`src/hdl/tgi_pkg.sv`:
```
`default_nettype none
// ----------------------------------------------------------------------------
// Trilinear grid interpolator package
// Shared constants, codes, controller states and the command/status bundles.
// ----------------------------------------------------------------------------
package tgi_pkg;

   localparam int MAX_AXIS_POINTS_DEF = 16;
   localparam int FRAC_BITS_DEF       = 16;
   localparam int CUBE_DEPTH          = 4096;
   localparam int CUBE_AW             = 12;
   localparam int NUM_AXES            = 3;
   localparam int CSR_IDX_W           = 8;
   localparam int PTS_W               = 5;
   localparam int PT_W                = 16;
   localparam int VAL_W               = 32;
   localparam int LIDX_W              = 12;
   localparam int REQ_DATA_W          = 112;

   localparam logic [PTS_W-1:0] PTS_RESET = 5'd16;

   localparam logic [CSR_IDX_W-1:0] REG_POINTS_X = 8'd0;
   localparam logic [CSR_IDX_W-1:0] REG_POINTS_Y = 8'd1;
   localparam logic [CSR_IDX_W-1:0] REG_POINTS_Z = 8'd2;

   localparam logic [1:0] AXIS_X = 2'd0;
   localparam logic [1:0] AXIS_Y = 2'd1;
   localparam logic [1:0] AXIS_Z = 2'd2;

   localparam logic [2:0] LAST_CORNER  = 3'd7;
   localparam logic [2:0] FIRST_Y_STEP = 3'd4;
   localparam logic [2:0] LAST_BLEND   = 3'd6;

   typedef enum logic [1:0] {
      REQ_LOAD_POINT = 2'd0,
      REQ_LOAD_CUBE  = 2'd1,
      REQ_QUERY      = 2'd2
   } req_code_type;

   typedef enum logic [3:0] {
      ST_IDLE,
      ST_RD_FIRST,
      ST_RD_LAST,
      ST_CLAMP,
      ST_SCAN,
      ST_SETUP,
      ST_DIV,
      ST_CN_ADDR,
      ST_CN_DATA,
      ST_BL_MUL,
      ST_BL_ACC,
      ST_OUT
   } state_type;

   typedef struct packed {
      logic       accept;
      logic       query_start;
      logic       lat_first;
      logic       lat_last;
      logic       scan_step;
      logic       scan_last;
      logic       ax_setup;
      logic       div_start;
      logic       frac_load;
      logic       corner_shift;
      logic       blend_mul;
      logic       blend_acc;
      logic       out_load;
      logic [1:0] axis;
      logic [2:0] step;
   } cmd_type;

   typedef struct packed {
      logic match;
      logic div_done;
      logic rsp_full;
      logic hit;
   } status_type;

endpackage
`default_nettype wire

```
`src/hdl/tgi_ctrl.sv`:
```
`default_nettype none
// ----------------------------------------------------------------------------
// Interpolator controller
// Sequences loads, the per-axis search and divide, corner fetch and blends.
// ----------------------------------------------------------------------------
module tgi_ctrl #(
   parameter int MAX_AXIS_POINTS = 16
) (
   input  wire logic                               clock,
   input  wire logic                               reset,
   input  wire logic                               req_tvalid,
   output logic                                    req_tready,
   input  wire logic [1:0]                         req_type,
   input  wire tgi_pkg::status_type                status,
   input  wire logic [$clog2(MAX_AXIS_POINTS)-1:0] last_idx,
   output tgi_pkg::cmd_type                        cmd,
   output logic [$clog2(MAX_AXIS_POINTS)-1:0]      rd_idx,
   output logic [$clog2(MAX_AXIS_POINTS)-1:0]      cur_idx
);
   import tgi_pkg::*;

   localparam int IW = $clog2(MAX_AXIS_POINTS);

   state_type     state_ff, state_in;
   logic [1:0]    axis_ff, axis_in;
   logic [IW-1:0] cnt_ff, cnt_in;
   logic [2:0]    step_ff, step_in;

   always_ff @(posedge clock) begin
      if (reset) begin
         state_ff <= ST_IDLE;
         axis_ff  <= AXIS_X;
         cnt_ff   <= '0;
         step_ff  <= '0;
      end else begin
         state_ff <= state_in;
         axis_ff  <= axis_in;
         cnt_ff   <= cnt_in;
         step_ff  <= step_in;
      end
   end

   always_comb begin
      state_in   = state_ff;
      axis_in    = axis_ff;
      cnt_in     = cnt_ff;
      step_in    = step_ff;
      cmd        = '0;
      cmd.axis   = axis_ff;
      cmd.step   = step_ff;
      rd_idx     = '0;
      cur_idx    = cnt_ff;
      req_tready = (state_ff == ST_IDLE);
      unique case (state_ff)
         ST_IDLE: begin
            if (req_tvalid) begin
               cmd.accept = 1'b1;
               if (req_type == REQ_QUERY) begin
                  cmd.query_start = 1'b1;
                  axis_in         = AXIS_X;
                  state_in        = ST_RD_FIRST;
               end
            end
         end
         ST_RD_FIRST: state_in = ST_RD_LAST;
         ST_RD_LAST: begin
            cmd.lat_first = 1'b1;
            rd_idx        = last_idx;
            state_in      = ST_CLAMP;
         end
         ST_CLAMP: begin
            cmd.lat_last = 1'b1;
            cnt_in       = '0;
            state_in     = ST_SCAN;
         end
         ST_SCAN: begin
            cmd.scan_step = 1'b1;
            cmd.scan_last = (cnt_ff == last_idx);
            rd_idx        = IW'(cnt_ff + 1'b1);
            if (cnt_ff == last_idx) state_in = ST_SETUP;
            else                    cnt_in   = IW'(cnt_ff + 1'b1);
         end
         ST_SETUP: begin
            cmd.ax_setup = 1'b1;
            if (status.match) begin
               if (axis_ff == AXIS_Z) begin
                  step_in  = '0;
                  state_in = ST_CN_ADDR;
               end else begin
                  axis_in  = axis_ff + 1'b1;
                  state_in = ST_RD_FIRST;
               end
            end else begin
               cmd.div_start = 1'b1;
               state_in      = ST_DIV;
            end
         end
         ST_DIV: begin
            if (status.div_done) begin
               cmd.frac_load = 1'b1;
               if (axis_ff == AXIS_Z) begin
                  step_in  = '0;
                  state_in = ST_CN_ADDR;
               end else begin
                  axis_in  = axis_ff + 1'b1;
                  state_in = ST_RD_FIRST;
               end
            end
         end
         ST_CN_ADDR: state_in = ST_CN_DATA;
         ST_CN_DATA: begin
            cmd.corner_shift = 1'b1;
            if (step_ff == LAST_CORNER) begin
               step_in  = '0;
               state_in = status.hit ? ST_OUT : ST_BL_MUL;
            end else begin
               step_in  = step_ff + 1'b1;
               state_in = ST_CN_ADDR;
            end
         end
         ST_BL_MUL: begin
            cmd.blend_mul = 1'b1;
            state_in      = ST_BL_ACC;
         end
         ST_BL_ACC: begin
            cmd.blend_acc = 1'b1;
            if (step_ff == LAST_BLEND) begin
               state_in = ST_OUT;
            end else begin
               step_in  = step_ff + 1'b1;
               state_in = ST_BL_MUL;
            end
         end
         ST_OUT: begin
            if (!status.rsp_full) begin
               cmd.out_load = 1'b1;
               state_in     = ST_IDLE;
            end
         end
      endcase
   end

   assert property (@(posedge clock) disable iff (reset)
      status.div_done |-> state_ff == ST_DIV)
      else $error("divider finished outside divide state");
   assert property (@(posedge clock) disable iff (reset)
      state_ff == ST_SCAN |-> cnt_ff <= last_idx)
      else $error("scan index beyond last used point");
   assert property (@(posedge clock) disable iff (reset)
      state_ff == ST_BL_MUL |-> !status.hit)
      else $error("blend started on an exact hit");

endmodule
`default_nettype wire
```
`config.mk`:
```
export PLATFORM = sky130hd
export DESIGN_NAME = tgi_ctrl
export DESIGN_NICKNAME = d
export VERILOG_FILES = /design/src/hdl/tgi_pkg.sv /design/src/hdl/tgi_ctrl.sv
export SDC_FILE = /design/constraint.sdc
export NUM_CORES = 1
export LEC_CHECK = 0
export ABC_AREA = 1
export BUFFER_PORTS_ARGS = -buffer_cell sky130_fd_sc_hd__buf_2
export CAP_MARGIN = 20
export CORE_ASPECT_RATIO = 1.1
export CORE_MARGIN = 2
export CORE_UTILIZATION = 30
export CTS_CLUSTER_DIAMETER = 150
export DETAILED_ROUTE_END_ITERATION = 8
export SYNTH_ARGS = -nofsm -noshare
export SYNTH_HDL_FRONTEND = slang
export SYNTH_SLANG_ARGS = --single-unit
```
`constraint.sdc`:
```
create_clock -name clock -period 1.78 [get_ports clock]
set_input_delay 0.089 -clock clock [delete_from_list [all_inputs] [get_ports clock]]
set_output_delay 0.089 -clock clock [all_outputs]
set_load 0.02 [all_outputs]
```
# Yosys cells after proc, flatten, opt, wreduce, memory -nomap -nowiden
# Index checks and enable logic that the tools add are counted.
dict set report totals {
  ramBits 0
  romBits 0
  n_memories 0
  ff_bits 13
  latch_bits 0
}
dict set report classes {
  addsub 3
  n_reduce_logical 8
  n_mul 0
  bitwise 0
  eq_ne 24
  n_lt_le_gt_ge 0
  muxes 41
  n_div 0
  shifts 0
}
# operator n
set op_table {}
lappend op_table {{$pmux 4 s12} 1}
lappend op_table {{$mux 4} 7}
lappend op_table {{$mux 2} 11}
lappend op_table {{$mux 3} 7}
lappend op_table {{$eq 4x3->1 const B} 4}
lappend op_table {{$eq 4x4->1 const B} 4}
lappend op_table {{$pmux 4 s2} 2}
lappend op_table {{$ne 2x2->1 const B} 7}
lappend op_table {{$pmux 3 s4} 1}
lappend op_table {{$mux 1} 11}
lappend op_table {{$reduce_and 5->1} 2}
lappend op_table {{$eq 4x2->1 const B} 2}
lappend op_table {{$eq 3x3->1 const B} 2}
lappend op_table {{$pmux 2 s3} 1}
lappend op_table {{$add 4x1->4 const B} 1}
lappend op_table {{$eq 2x2->1 const B} 2}
lappend op_table {{$eq 4x1->1 const B} 1}
lappend op_table {{$eq 4x4->1} 1}
lappend op_table {{$logic_not 4->1} 1}
lappend op_table {{$reduce_and 4->1} 1}
lappend op_table {{$reduce_bool 4->1} 1}
lappend op_table {{$add 3x1->3 const B} 1}
lappend op_table {{$reduce_bool 3->1} 1}
lappend op_table {{$add 2x1->2 const B} 1}
lappend op_table {{3 further kinds} 3}

# Longest topological paths before layout
dict set report depth {
  depth_word 4
  ltp_mapped 10
}

# Least setup slack after synthesis
# Ideal clock, no wire load.
dict set report synth_path {
  path_type {reg2reg}
  from {register axis_ff[0]}
  to {register axis_ff[1]}
  synth_period_minus_slack_ns 1.565
  path_stages_with_launch 9
  slack_ns 0.215
  path_buffers 0
  arrival_time_ns 1.499
  setup_ns 0.066
  path_cell_list {dfxtp_1 > inv_1 > ha_1 > or2_2 > nand2_2 > nand2_2 > nor2_4 > nand3_1 > a21oi_2}
}
dict set report synth_via {
  elab_chain_len 4
  elab_cells_between_ends 6
  classes_between {add/sub: 1; eq/ne: 1; mux: 4}
}
# item line_no
set synth_lines {}
lappend synth_lines {{from (decl)} tgi_ctrl.sv:25} ;# logic [1:0] axis_ff, axis_in;
lappend synth_lines {{from (signal assigned)} tgi_ctrl.sv:37} ;# axis_ff <= axis_in;
lappend synth_lines {{$add 2x1->2 / $eq 2x2->1 (equally long branches)} n/a}
lappend synth_lines {{$mux 2 *} {tgi_ctrl.sv:86, tgi_ctrl.sv:101}}
lappend synth_lines {{$mux 2 (on tied branches)} {tgi_ctrl.sv:99, tgi_ctrl.sv:85}}
lappend synth_lines {{$pmux 2 s3 *} tgi_ctrl.sv:54} ;# unique case (state_ff)
# Mark *: on every way between the ends. The rest lies on a longest branch, timed or not. The select of a mux whose other input is x is not followed.
# A chain may end at the register's enable or synchronous reset.

# Worst setup path after layout
dict set report layout_path {
  from {register state_ff[1]}
  to {output rd_idx[0]}
}
dict set report layout_via {
  elab_chain_len 2
  elab_cells_between_ends 3
  classes_between {eq/ne: 2; mux: 1}
}
# item line_no
set layout_lines {}
lappend layout_lines {{from (decl)} tgi_ctrl.sv:24} ;# state_type state_ff, state_in;
lappend layout_lines {{from (signal assigned)} tgi_ctrl.sv:36} ;# state_ff <= state_in;
lappend layout_lines {{$eq 4x3->1 / $eq 4x2->1 (equally long branches)} tgi_ctrl.sv:54}
lappend layout_lines {{$pmux 4 s2 *} tgi_ctrl.sv:54}
lappend layout_lines {{to (decl)} tgi_ctrl.sv:17} ;# output logic [$clog2(MAX_AXIS_POINTS)-1:0] rd_idx,
# Mark *: on every way between the ends. The rest lies on a longest branch, timed or not.

==> flow_metrics.tcl <==
set metrics [dict create \
    status "finished clean" \
    gp_congestion 0.854 \
    final_common_cell "nand2_1" \
    syn_area_sq_um 1190 \
    synth_top_cell_by_area "dfxtp_1" \
    finalSetupViolations 0 \
    cts_buffer_depth 2 \
    power_uw 1400 \
    critPathBufInv 3 \
    max_freq_ghz 0.631 \
    cp-start-kind "flip-flop" \
    fillers 409 \
    antenna_found_initial 0 \
    dp_cells 281 \
    synthToLayoutAreaGrowth_pct 25.5 \
    worstHoldStart "reset" \
    yosys_register_bits 13 \
    cp_top_family "flip-flops" \
    core_area_sq_um 3710 \
    antenna_cells 0 \
    peakVddDrop_v 0.000406 \
    post_cts_resized 0 \
    synthDistinctLibCells 21 \
    synthCells 192 \
    setup_tns_ns 0 \
    fin_ws_ns 0.196 \
    viasPerCell 4.50 \
    nets 254 \
    die_y_um 69.9 \
    grtUsageTotal 0.142 \
    end_kind "output port" \
    clock_latency_ns 0.25 \
    final_cell_mix "nand2_1 (48), buf_2 (39), inv_1 (27), nor2_1 (25), nand2_2 (17)" \
    final_min_period_over_clock_period 0.890 \
    leakagePower_uw 0.000848 \
    wl_per_cell_um 10.5 \
    cts_tree "yes" \
    row_count 23 \
    htreeDepth 1 \
    cp_max_fo 6 \
    min_path_cells 2 \
    drc 0 \
    min_to "axis_ff[1]$_SDFFE_PP0P_" \
    pin_count 40 \
    critPathKind "flip-flop to output port" \
    synthTopCellsByArea "dfxtp_1 (22%), nand2_1 (15%), nand2_2 (9.0%)" \
    hold_path_class "primary input to flip-flop" \
    critPathMaxStageDelay_ns 0.46 \
    fin_skew_ns 0.00275 \
    rsz0062_at_grt "false" \
    clockRootBuffer "clkbuf_8" \
    yosysWarningCount 0 \
    dpl.hpwl_um 2460 \
    post-place-ws_ns 0.303 \
    yosysSeqAreaShare 0.219 \
    worstSetupStartpoint "state_ff[1]$_SDFFE_PP0P_" \
    drive_gt1_frac 0.336 \
    syn-num-nets 210 \
    slew_headroom 0.820 \
    crit_chain "inv_2 > nor2_2 > nand2_1 > inv_1 > nand2_1 > o21ai_0 > buf_2" \
    fin_crit_ns 1.58 \
    avgSynthCellArea_sq_um 6.18 \
    hold_violations 0 \
    io_buffers 39 \
    power_density_nw_per_um2 940 \
    layoutNonFillerInstCount 285 \
    rrSetupSlack_ns 0.28 \
    grt_pass1_wl_um 5150 \
    post-cts-setup-buffers 0 \
    regToRegStartpoint "axis_ff[0]$_SDFFE_PP0P_" \
    utilization 0.401 \
    cts_hold_buf 0 \
    r2r_end "axis_ff[1]$_SDFFE_PP0P_" \
    dr.pass1.iters 4 \
    maxSlewViolCount 0 \
    cp_slowest_cell "dfxtp_1" \
    cts_buffers 3 \
    initial_utilization 0.320 \
    die_area_sq_um 4470 \
    die_w_um 64.0 \
    cts_sinks 13 \
    drt-initial-drc-count 51 \
    crit_required_ns 1.69 \
    final_antenna_net_count 0 \
    worst_pin_slew_ns 0.270 \
    grt_max_degree 8 \
    vias 1283 \
    worstPathArrival_ns 1.50 \
    reg2regPathDepth 8 \
    overflow 0 \
    clk_pin_slew_ns 0.06 \
    drt_wl_total_um 3000 \
    cap_violations 0 \
    cpMostUsedCell "nand2_1" \
    grt_pass1_vias 1157 \
    synth_top_area_frac 0.219 \
]
[area by class of cell]
class / instances / area, sq um / area share
Clock buffer: 4 / 45.0 / 0.0303
Inverter: 31 / 119 / 0.0798
Multi-Input combinational cell: 148 / 807 / 0.542
Sequential cell: 13 / 260 / 0.175
Tap cell: 50 / 62.6 / 0.0420
Timing Repair Buffer: 39 / 195 / 0.131
[how the worst max path moves through the flow]
stage                                    to  cells past startpoint
detailed placement  axis_ff[1]$_SDFFE_PP0P_                      8
CTS                               rd_idx[0]                      7
global placement    axis_ff[1]$_SDFFE_PP0P_                      9
global route                      rd_idx[0]                      7
finish                            rd_idx[0]                      7
floorplan           axis_ff[1]$_SDFFE_PP0P_                      8
[cells by family (layout without fill, tap and decap cells)]
| family | after synthesis | after routing | synth area share |
|---|---|---|---|
| AOI/OAI and AO/OA | 18 | 18 | 0.0876 |
| xor gates and xnor gates | 3 | 3 | 0.0222 |
| adders and majority gates | 5 | 5 | 0.0527 |
| buffers and inverters | 31 | 74 | 0.100 |
| DFF | 13 | 13 | 0.219 |
| and+or+nand+nor | 122 | 122 | 0.518 |
[flip-flops by register name (all words and copies together) (netlist names)]
name and count:
cur_idx 4, state_ff 4, step_ff 3, axis_ff 2
[power by group]
part | internal (uW) | switching [uW]
Sequential | 335 | 66.7
Combinational | 237 | 486
Clock | 159 | 117
[metrics by stage]
stage               hold WS (ns)  cell area [sq um]
global route               0.103               1490
global placement           0.356               1440
CTS                        0.102               1490
floorplan                  0.151               1190
detailed placement         0.365               1440
finish                     0.105               1490
[synth_stat cells]
master / number
inv_1: 27
ha_1: 5
inv_2: 3
nand2_1: 48
a21boi_0: 1
nand2_4: 3
o21ai_0: 5
inv_4: 1
nand3b_1: 2
nor2_2: 3
dfxtp_1: 13
nor2_4: 7
nor3_1: 1
nor2_1: 25
xor2_1: 3
nand2_2: 17
a21oi_1: 9
a21oi_2: 1
or2_2: 2
nand3_1: 14
o2111ai_1: 2
[layer usage]
metal	vias up	GRT usage	part of all wire
li1	678	-	-
met1	559	0.197	0.48
met2	42	0.219	0.45
met3	4	0.0225	0.056
met4	0	0.0507	0.014
met5	-	0	0
Power figures use the tool's default switching activity.
